File: config.mk
export PLATFORM = sky130hd
export DESIGN_NAME = audio_peak_rms_meter
export DESIGN_NICKNAME = d
export VERILOG_FILES = /design/src/design/apm_pkg.sv /design/src/design/apm_front.sv /design/src/design/apm_fifo.sv /design/src/design/apm_back.sv /design/src/design/audio_peak_rms_meter.sv
export VERILOG_INCLUDE_DIRS = /design/src /design/src/design
export SDC_FILE = /design/constraint.sdc
export NUM_CORES = 2
export LEC_CHECK = 0
export BUFFER_PORTS_ARGS = -buffer_cell sky130_fd_sc_hd__buf_2
export CAP_MARGIN = 20
export CORE_MARGIN = 5
export CORE_UTILIZATION = 34
export DETAILED_ROUTE_END_ITERATION = 16
export GPL_ROUTABILITY_DRIVEN = 0
export GPL_TIMING_DRIVEN = 0
export PLACE_DENSITY = 0.47
export REMOVE_ABC_BUFFERS = 1
export SLEW_MARGIN = 15
export SYNTH_ARGS = -nofsm -noshare
export SYNTH_HDL_FRONTEND = slang
export SYNTH_SLANG_ARGS = --single-unit
File: constraint.sdc
create_clock -name clk_i -period 9.5 [get_ports clk_i]
set_input_delay 1.425 -clock clk_i [delete_from_list [all_inputs] [get_ports clk_i]]
set_output_delay 1.425 -clock clk_i [all_outputs]
set_load 0.005 [all_outputs]
File: src/design/audio_peak_rms_meter_defines.svh
// assertion macros for the audio level meter
`ifndef AUDIO_PEAK_RMS_METER_DEFINES_SVH
`define AUDIO_PEAK_RMS_METER_DEFINES_SVH

`ifndef SYNTH
`define APM_ASSERT_IMPLIES(lbl, ante, cons) \
  lbl: assert property (@(posedge clk_i) disable iff (!rst_ni) (ante) |-> (cons)) \
    else $error("apm check failed");
`define APM_ASSERT_NEXT(lbl, ante, cons) \
  lbl: assert property (@(posedge clk_i) disable iff (!rst_ni) (ante) |=> (cons)) \
    else $error("apm check failed");
`else
`define APM_ASSERT_IMPLIES(lbl, ante, cons)
`define APM_ASSERT_NEXT(lbl, ante, cons)
`endif

`endif

File: src/design/apm_pkg.sv
`default_nettype none
package apm_pkg;

  // sample format codes
  localparam logic [2:0] FMT_U8  = 3'd0;
  localparam logic [2:0] FMT_S16 = 3'd1;
  localparam logic [2:0] FMT_S32 = 3'd2;
  localparam logic [2:0] FMT_F32 = 3'd3;
  localparam logic [2:0] FMT_F64 = 3'd4;

  localparam int          PADDR_W           = 3;
  localparam logic        REG_SAMPLE_FORMAT = 1'b0;

  localparam logic [31:0] FULL_SCALE = 32'h8000_0000;
  localparam logic [16:0] MAX_VALUES = 17'd65536;

  localparam int FIFO_DEPTH = 4;
  localparam int FIFO_AW    = $clog2(FIFO_DEPTH);

  localparam int DIV_STEPS  = 49;
  localparam int SQRT_STEPS = 17;
  localparam int STEP_W     = 6;

  typedef struct packed {
    logic [31:0] mag;
    logic        ok;
    logic        last;
  } mag_item_t;

  typedef enum logic [2:0] {
    BK_IDLE,
    BK_SQUARE,
    BK_ACC,
    BK_PREP,
    BK_DIV,
    BK_ROOT,
    BK_OUT
  } back_state_e;

endpackage
`default_nettype wire

File: src/design/apm_front.sv
`default_nettype none
module apm_front (
  input  wire                  clk_i,
  input  wire                  rst_ni,
  input  wire  [2:0]           sample_format_i,
  input  wire                  in_valid_i,
  output logic                 in_ready_o,
  input  wire  [63:0]          sample_bits_i,
  input  wire                  last_value_i,
  output logic                 push_valid_o,
  input  wire                  push_ready_i,
  output apm_pkg::mag_item_t   push_item_o
);
  import apm_pkg::*;

  logic       stg_valid_q, stg_valid_d;
  mag_item_t  stg_item_q;
  mag_item_t  dec_item;
  logic       accept;

  // integer formats
  logic [7:0]  u8_raw, u8_mag;
  logic [15:0] s16_raw, s16_mag;
  logic [31:0] s32_raw, s32_mag;
  // float32
  logic [7:0]  f32_ex, f32_rsh;
  logic [2:0]  f32_lsh;
  logic [23:0] f32_m;
  logic [31:0] f32_mag;
  // float64
  logic [10:0] f64_ex, f64_rsh;
  logic [52:0] f64_m;
  logic [52:0] f64_shifted;
  logic [31:0] f64_mag;

  always_comb begin
    u8_raw  = sample_bits_i[7:0];
    u8_mag  = u8_raw[7] ? {1'b0, u8_raw[6:0]} : (8'd128 - u8_raw);
    s16_raw = sample_bits_i[15:0];
    s16_mag = s16_raw[15] ? (~s16_raw + 16'd1) : s16_raw;
    s32_raw = sample_bits_i[31:0];
    s32_mag = s32_raw[31] ? (~s32_raw + 32'd1) : s32_raw;
  end

  always_comb begin
    f32_ex  = sample_bits_i[30:23];
    f32_m   = {(f32_ex != 8'd0), sample_bits_i[22:0]};
    f32_lsh = 3'(f32_ex - 8'd119);
    f32_rsh = 8'd119 - f32_ex;
    if (f32_ex >= 8'd127) begin
      // covers inf and nan too
      f32_mag = FULL_SCALE;
    end else if (f32_ex == 8'd0) begin
      f32_mag = '0;
    end else if (f32_ex >= 8'd119) begin
      f32_mag = {8'd0, f32_m} << f32_lsh;
    end else if (f32_rsh < 8'd24) begin
      f32_mag = {8'd0, f32_m >> f32_rsh[4:0]};
    end else begin
      f32_mag = '0;
    end
  end

  always_comb begin
    f64_ex      = sample_bits_i[62:52];
    f64_m       = {(f64_ex != 11'd0), sample_bits_i[51:0]};
    f64_rsh     = 11'd1044 - f64_ex;
    f64_shifted = f64_m >> f64_rsh[5:0];
    if (f64_ex >= 11'd1023) begin
      f64_mag = FULL_SCALE;
    end else if (f64_ex == 11'd0 || f64_rsh >= 11'd64) begin
      f64_mag = '0;
    end else begin
      f64_mag = f64_shifted[31:0];
    end
  end

  always_comb begin
    dec_item.last = last_value_i;
    dec_item.ok   = 1'b1;
    unique case (sample_format_i)
      FMT_U8:  dec_item.mag = {u8_mag, 24'd0};
      FMT_S16: dec_item.mag = {s16_mag, 16'd0};
      FMT_S32: dec_item.mag = s32_mag;
      FMT_F32: dec_item.mag = f32_mag;
      FMT_F64: dec_item.mag = f64_mag;
      default: begin
        dec_item.mag = '0;
        dec_item.ok  = 1'b0;
      end
    endcase
  end

  assign in_ready_o   = !stg_valid_q || push_ready_i;
  assign accept       = in_valid_i && in_ready_o;
  assign push_valid_o = stg_valid_q;
  assign push_item_o  = stg_item_q;

  always_comb begin
    if (accept) begin
      stg_valid_d = 1'b1;
    end else if (push_ready_i) begin
      stg_valid_d = 1'b0;
    end else begin
      stg_valid_d = stg_valid_q;
    end
  end

  always_ff @(posedge clk_i or negedge rst_ni) begin
    if (!rst_ni) begin
      stg_valid_q <= 1'b0;
    end else begin
      stg_valid_q <= stg_valid_d;
    end
  end

  always_ff @(posedge clk_i) begin
    if (accept) begin
      stg_item_q <= dec_item;
    end
  end

endmodule
`default_nettype wire

File: src/design/apm_fifo.sv
`default_nettype none
module apm_fifo (
  input  wire                  clk_i,
  input  wire                  rst_ni,
  input  wire                  push_valid_i,
  output logic                 push_ready_o,
  input  apm_pkg::mag_item_t   push_item_i,
  output logic                 pop_valid_o,
  input  wire                  pop_ready_i,
  output apm_pkg::mag_item_t   pop_item_o
);
  import apm_pkg::*;

  mag_item_t            mem_q [FIFO_DEPTH];
  logic [FIFO_AW-1:0]   wr_ptr_q, rd_ptr_q;
  logic [FIFO_AW:0]     cnt_q, cnt_d;
  logic                 push, pop;

  assign push_ready_o = (cnt_q != (FIFO_AW+1)'(FIFO_DEPTH));
  assign pop_valid_o  = (cnt_q != '0);
  assign push         = push_valid_i && push_ready_o;
  assign pop          = pop_valid_o && pop_ready_i;
  assign pop_item_o   = mem_q[rd_ptr_q];

  always_comb begin
    cnt_d = cnt_q;
    if (push && !pop) begin
      cnt_d = cnt_q + 1'b1;
    end else if (pop && !push) begin
      cnt_d = cnt_q - 1'b1;
    end
  end

  always_ff @(posedge clk_i or negedge rst_ni) begin
    if (!rst_ni) begin
      wr_ptr_q <= '0;
      rd_ptr_q <= '0;
      cnt_q    <= '0;
    end else begin
      cnt_q <= cnt_d;
      if (push) begin
        wr_ptr_q <= wr_ptr_q + 1'b1;
      end
      if (pop) begin
        rd_ptr_q <= rd_ptr_q + 1'b1;
      end
    end
  end

  always_ff @(posedge clk_i) begin
    if (push) begin
      mem_q[wr_ptr_q] <= push_item_i;
    end
  end

endmodule
`default_nettype wire

File: src/design/apm_back.sv
`default_nettype none
module apm_back (
  input  wire                  clk_i,
  input  wire                  rst_ni,
  input  wire                  pop_valid_i,
  output logic                 pop_ready_o,
  input  apm_pkg::mag_item_t   pop_item_i,
  output logic                 out_valid_o,
  input  wire                  out_ready_i,
  output logic [31:0]          peak_level_o,
  output logic [16:0]          rms_level_o,
  output logic [16:0]          values_seen_o
);
  import apm_pkg::*;

  back_state_e state_q, state_d;

  mag_item_t          cur_q;
  logic [32:0]        sq_q;
  logic [63:0]        prod;
  logic [31:0]        peak_q;
  logic [48:0]        sum_q;
  logic [16:0]        cnt_q;
  logic [16:0]        rms_q;
  logic [STEP_W-1:0]  step_q;

  // divider
  logic [48:0] num_q, num_d;
  logic [16:0] rem_q, rem_d;
  logic [17:0] rem_sh;
  logic        div_ge;
  // square root
  logic [33:0] rad_q;
  logic [17:0] r_q, r_d;
  logic [16:0] root_q, root_d;
  logic [19:0] r_sh, trial;
  logic        sqrt_ge;

  logic div_done, root_done;

  assign div_done  = (step_q == STEP_W'(DIV_STEPS - 1));
  assign root_done = (step_q == STEP_W'(SQRT_STEPS - 1));

  always_comb begin
    state_d = state_q;
    unique case (state_q)
      BK_IDLE:   if (pop_valid_i) state_d = BK_SQUARE;
      BK_SQUARE: state_d = BK_ACC;
      BK_ACC:    state_d = cur_q.last ? BK_PREP : BK_IDLE;
      BK_PREP:   state_d = (cnt_q == '0) ? BK_OUT : BK_DIV;
      BK_DIV:    if (div_done) state_d = BK_ROOT;
      BK_ROOT:   if (root_done) state_d = BK_OUT;
      BK_OUT:    if (out_ready_i) state_d = BK_IDLE;
      default:   state_d = BK_IDLE;
    endcase
  end

  always_comb begin
    pop_ready_o = (state_q == BK_IDLE);
    out_valid_o = (state_q == BK_OUT);
  end

  assign peak_level_o  = peak_q;
  assign rms_level_o   = rms_q;
  assign values_seen_o = cnt_q;

  assign prod = cur_q.mag * cur_q.mag;

  // one restoring division bit per cycle
  always_comb begin
    rem_sh = {rem_q, num_q[48]};
    div_ge = (rem_sh >= {1'b0, cnt_q});
    rem_d  = div_ge ? 17'(rem_sh - {1'b0, cnt_q}) : rem_sh[16:0];
    num_d  = {num_q[47:0], div_ge};
  end

  // one root bit per cycle, two radicand bits in
  always_comb begin
    r_sh    = {r_q, rad_q[33:32]};
    trial   = {1'b0, root_q, 2'b01};
    sqrt_ge = (r_sh >= trial);
    r_d     = sqrt_ge ? 18'(r_sh - trial) : r_sh[17:0];
    root_d  = {root_q[15:0], sqrt_ge};
  end

  always_ff @(posedge clk_i or negedge rst_ni) begin
    if (!rst_ni) begin
      state_q <= BK_IDLE;
      peak_q  <= '0;
      sum_q   <= '0;
      cnt_q   <= '0;
      rms_q   <= '0;
      step_q  <= '0;
    end else begin
      state_q <= state_d;
      unique case (state_q)
        BK_ACC: begin
          if (cur_q.ok && cnt_q != MAX_VALUES) begin
            if (cur_q.mag > peak_q) begin
              peak_q <= cur_q.mag;
            end
            sum_q <= sum_q + {16'd0, sq_q};
            cnt_q <= cnt_q + 17'd1;
          end
        end
        BK_PREP: begin
          rms_q  <= '0;
          step_q <= '0;
        end
        BK_DIV: begin
          step_q <= div_done ? '0 : step_q + 1'b1;
        end
        BK_ROOT: begin
          step_q <= step_q + 1'b1;
          if (root_done) begin
            rms_q <= root_d;
          end
        end
        BK_OUT: begin
          if (out_ready_i) begin
            peak_q <= '0;
            sum_q  <= '0;
            cnt_q  <= '0;
          end
        end
        default: ;
      endcase
    end
  end

  always_ff @(posedge clk_i) begin
    unique case (state_q)
      BK_IDLE: begin
        if (pop_valid_i) begin
          cur_q <= pop_item_i;
        end
      end
      BK_SQUARE: begin
        sq_q <= prod[62:30];
      end
      BK_PREP: begin
        num_q <= sum_q;
        rem_q <= '0;
      end
      BK_DIV: begin
        num_q <= num_d;
        rem_q <= rem_d;
        if (div_done) begin
          // the mean never exceeds full scale squared, 2^32
          rad_q  <= num_d[33:0];
          r_q    <= '0;
          root_q <= '0;
        end
      end
      BK_ROOT: begin
        rad_q  <= {rad_q[31:0], 2'b00};
        r_q    <= r_d;
        root_q <= root_d;
      end
      default: ;
    endcase
  end

endmodule
`default_nettype wire

File: src/design/audio_peak_rms_meter.sv
// channel   | direction | handshake             | payload
// ----------+-----------+-----------------------+------------------------------------------
// samples   | in        | in_valid_i/in_ready_o  | sample_bits_i, last_value_i
// levels    | out       | out_valid_o/out_ready_i| peak_level_o, rms_level_o, values_seen_o
// config    | in        | apb psel/penable/pready| paddr, pwdata, prdata (sample_format)
//
// an item enters the decode register, then a 4-entry queue, and the back end
// takes one item from the queue at a time, going through pop, square and
// accumulate before it takes the next; an item marked last then adds a setup
// state, the divider and the root in the back end (an empty frame skips divide
// and root), then the result waits until it is taken
// the front keeps taking items while the back end is busy, until the queue fills
// reset is asynchronous: format returns to s16 and all sums and counts clear
`default_nettype none
`include "audio_peak_rms_meter_defines.svh"
module audio_peak_rms_meter (
  input  wire                          clk_i,
  input  wire                          rst_ni,
  input  wire                          psel,
  input  wire                          penable,
  input  wire                          pwrite,
  input  wire  [apm_pkg::PADDR_W-1:0]  paddr,
  input  wire  [31:0]                  pwdata,
  output logic [31:0]                  prdata,
  output logic                         pready,
  input  wire                          in_valid_i,
  output logic                         in_ready_o,
  input  wire  [63:0]                  sample_bits_i,
  input  wire                          last_value_i,
  output logic                         out_valid_o,
  input  wire                          out_ready_i,
  output logic [31:0]                  peak_level_o,
  output logic [16:0]                  rms_level_o,
  output logic [16:0]                  values_seen_o
);
  import apm_pkg::*;

  logic [2:0] fmt_q;
  logic       cfg_wr;

  logic       push_valid, push_ready;
  mag_item_t  push_item;
  logic       pop_valid, pop_ready;
  mag_item_t  pop_item;

  assign pready = 1'b1;
  assign cfg_wr = psel && penable && pwrite && pready
                  && (paddr[PADDR_W-1] == REG_SAMPLE_FORMAT);
  assign prdata = (paddr[PADDR_W-1] == REG_SAMPLE_FORMAT) ? {29'd0, fmt_q} : 32'd0;

  always_ff @(posedge clk_i or negedge rst_ni) begin
    if (!rst_ni) begin
      fmt_q <= FMT_S16;
    end else if (cfg_wr) begin
      fmt_q <= pwdata[2:0];
    end
  end

  apm_front u_front (
    .clk_i           (clk_i),
    .rst_ni          (rst_ni),
    .sample_format_i (fmt_q),
    .in_valid_i      (in_valid_i),
    .in_ready_o      (in_ready_o),
    .sample_bits_i   (sample_bits_i),
    .last_value_i    (last_value_i),
    .push_valid_o    (push_valid),
    .push_ready_i    (push_ready),
    .push_item_o     (push_item)
  );

  apm_fifo u_fifo (
    .clk_i        (clk_i),
    .rst_ni       (rst_ni),
    .push_valid_i (push_valid),
    .push_ready_o (push_ready),
    .push_item_i  (push_item),
    .pop_valid_o  (pop_valid),
    .pop_ready_i  (pop_ready),
    .pop_item_o   (pop_item)
  );

  apm_back u_back (
    .clk_i         (clk_i),
    .rst_ni        (rst_ni),
    .pop_valid_i   (pop_valid),
    .pop_ready_o   (pop_ready),
    .pop_item_i    (pop_item),
    .out_valid_o   (out_valid_o),
    .out_ready_i   (out_ready_i),
    .peak_level_o  (peak_level_o),
    .rms_level_o   (rms_level_o),
    .values_seen_o (values_seen_o)
  );

  // an empty frame reports zero peak and rms levels
  `APM_ASSERT_IMPLIES(a_empty_frame_zero, out_valid_o && (values_seen_o == 17'd0), (rms_level_o == 17'd0) && (peak_level_o == 32'd0))
  `APM_ASSERT_IMPLIES(a_levels_in_range, out_valid_o, (rms_level_o <= 17'd65536) && (peak_level_o <= FULL_SCALE) && (values_seen_o <= MAX_VALUES))
  // a decoded item still waiting blocks the front only while the queue is full
  `APM_ASSERT_IMPLIES(a_front_stall_on_full, push_valid && !in_ready_o, !push_ready)

endmodule
`default_nettype wire
==> results.cfg <==
[layout]
drive_above_1_share_pct = 9.45
area_delta_synth_final_pct = 11.2
stdcell_area_um2 = 65800
fin_nets = 7348
final_cell_mix = inv_1, fa_1, nand2_1
layout_commonest_cell = inv_1
final_cells = 8416

[critical_path]
rrSetupSlack_ns = 0.20
worstSetupEndpointType = flip-flop
critical_path_class = flip-flop to flip-flop
r2r_start = u_back.cur_q[19]$_DFFE_PP_
startpoint_type = flip-flop
worst_ep_required_time_ns = 9.90
reg2reg_to = u_back.sq_q[29]$_DFFE_PP_
crit_fanout = 13
r2r_cells = 25
crit_arrival_ns = 9.70

[floorplan]
fp.dieH_um = 427
boundaryPins = 208
core_area_um2 = 173000
num_rows = 153
die_w_um = 427
die_area_um2 = 182000
initial_core_util_pct = 34.1

[yosys]
synth_area_leaders = fa_1, edfxtp_1, ha_1
yosys_warnings = 0
avgSynthCellArea_um2 = 9.86
synth_cell_types = 92
yosysTopAreaCellShare_pct = 26.9
synth_top_cell_by_area = fa_1
async_flop_share_pct = 26.6
synth_area_um2 = 59100
synthFlopType = edfxtp_1
syn_inst = 5999
synth_edf_count = 372
ys_seq_elements = 507
yosysSeqAreaShare_pct = 24.6

[timing]
finalSetupTns_ns = 0
fin_crit_sh_pct = 97.9
setup_violations = 0
hold_violations = 0
max_slew_margin_pct = 29.5
fmax_mhz = 108
period_needed_ns = 9.30
rsz0062_at_grt = false
fin_ws_ns = 0.198
worst_slew_pin_slew_ns = 1.05
clock_skew_ns = 0.0474
drv_slew = 0

[global_routing]
grt_pass1_vias = 44700
grt_max_degree = 87
grt_pass1_wl_mm = 268
grt_usage_pct = 18.8
overflow = 0
antenna_found_initial = 4

[detailed_routing]
vias = 42100
routed_via_density = 5.00
route.detailed.drc = 0
drt_iter0_drc = 2638
wl_per_cell_um = 20.2
totalWireLength_mm = 170
ant_nets = 0
first_pass_iters = 6

[hold_path]
holdCritPathClass = flip-flop to flip-flop
worstHoldStart = u_back.rms_level_o[8]$_DFFE_PN0P_
hold_depth = 1
hold_path_end = u_back.rms_level_o[8]$_DFFE_PN0P_

[place]
io_buffers = 145
hpwl_mm = 136
place_area_um2 = 63700
pre_cts_ws_ns = -0.443
placed_cells = 8298

[clocking]
root_buffer = clkbuf_16
cts_tree = done
path_clk_slew_ns = 0.06
cts_buffers = 58
ctsHoldBuffers = 0
htree_levels = 2
cts.sinks = 507
clockBufferDepth = 3
clock_latency_ns = 0.65

[flow_run]
cap_viol_max_count = 0

[status]
status = complete, no violations
[worst max path at each step]
stage | slack (ns) | endpoint | startpoint | cells after the start
2_1_floorplan | 1.90 | u_back.sq_q[29]$_DFFE_PP_ | u_back.cur_q[20]$_DFFE_PP_ | 24
3_3_place_gp | -2.01 | u_back.root_q[7]$_DFFE_PP_ | u_back.state_q[2]$_DFFE_PN0P_ | 3
3_5_place_dp | -0.44 | u_back.sq_q[29]$_DFFE_PP_ | u_back.cur_q[17]$_DFFE_PP_ | 25
4_1_cts | 0.03 | u_back.sq_q[29]$_DFFE_PP_ | u_back.cur_q[19]$_DFFE_PP_ | 25
5_1_grt | 0.02 | u_back.sq_q[29]$_DFFE_PP_ | u_back.cur_q[19]$_DFFE_PP_ | 25
6_report | 0.20 | u_back.sq_q[29]$_DFFE_PP_ | u_back.cur_q[19]$_DFFE_PP_ | 25
[sequential cells by signal, indices dropped and copies added (netlist names)]
register / flops
fmt_q: 3
u_back.cur_q: 34
u_back.num_q: 49
u_back.peak_level_o: 32
u_back.r_q: 18
u_back.rad_q: 34
u_back.rem_q: 17
u_back.rms_level_o: 17
u_back.root_q: 17
u_back.sq_q: 33
u_back.state_q: 3
u_back.step_q: 6
u_back.sum_q: 49
u_back.values_seen_o: 17
u_fifo.cnt_q: 3
u_fifo.mem_q: 136
u_fifo.rd_ptr_q: 2
u_fifo.wr_ptr_q: 2
u_front.push_item_o: 34
u_front.push_valid_o: 1
[cell usage after synthesis, types with 30 or more instances]
library cell  number
xor2_1            82
nand3_1           87
nor3_1            56
a21oi_1          213
mux2i_1          111
dfrtp_1          134
nor2b_1           39
buf_4             30
inv_1           1083
mux2_2            57
and2_1           250
o211ai_1          30
and3_1            31
o21ai_0          158
a211oi_1          41
edfxtp_1         372
nor2_1           273
fa_1             796
a21o_1            61
clkbuf_1         247
nand4_1           37
ha_1             406
mux4_2            87
o22ai_1           30
nand2_1          774
xnor2_1          115
[per-layer routing]
layer | share of wire, % | global-route usage [%] | up-vias | wire (µm)
met5 | 0 | 0 | - | 0
met4 | 3.1 | 5.02 | 0 | 5250
met3 | 3.9 | 1.56 | 201 | 6650
met2 | 47 | 31.3 | 1030 | 80000
met1 | 46 | 26.6 | 21300 | 78300
li1 | - | - | 19600 | -
[cell families after synthesis]
kind of cell             Yosys count  synth area share, %
multiplexers                     255                 6.28
other                              2               0.0127
flip-flops                       507                 24.6
AO/OA/AOI/OAI                    763                 8.36
adder cells (fa/ha/maj)         1202                 35.5
AND/OR/NAND/NOR                 1670                 13.2
buffers and inverters           1403                 9.13
XOR/XNOR                         197                 2.92
[metrics by stage]
step | hold slack [ns] | utilization, %
after floorplan | 0.444 | -
after global placement | 0.474 | 35.5
after detailed placement | 0.482 | 36.7
after CTS | 0.500 | 37.9
after global routing | 0.513 | 37.9
final | 0.497 | 37.9
[critical path: stages (launching register included)]
cell and delay, ns:
edfxtp_1 0.83, buf_8 0.26, clkinvlp_4 0.32, nor2_1 0.25, fa_1 0.53, fa_1 0.53, fa_1 0.54, inv_1 0.06
fa_1 0.49, inv_1 0.05, fa_1 0.55, fa_1 0.45, fa_1 0.49, inv_1 0.05, fa_1 0.48, inv_1 0.04
ha_1 0.39, a21oi_1 0.20, o21ai_0 0.18, a2111oi_2 0.52, o211ai_1 0.24, o21ai_0 0.41, a211oi_2 0.31, o211a_1 0.38
a221o_1 0.35, xor2_1 0.14
[area by class of cell]
type                       instances  area [µm²]
inverter                        1089        4100
multi-input combinational       4117       39500
timing repair buffer             266        2780
clock inverter                    42         413
clock buffer                      66        1500
sequential                       507       14600
fill                           17400      108000
tap                             2325        2910
antenna                            4        10.0
[timing repair]
item                                    in CTS  in global routing
setup buffers                                3                  0
endpoints found under the setup margin      19                 14
resized for setup                            4                  3
pin swaps                                    0                  0
Power is not shown: default switching activity piles up to over one toggle a cycle in this logic, so the estimate is an artifact.
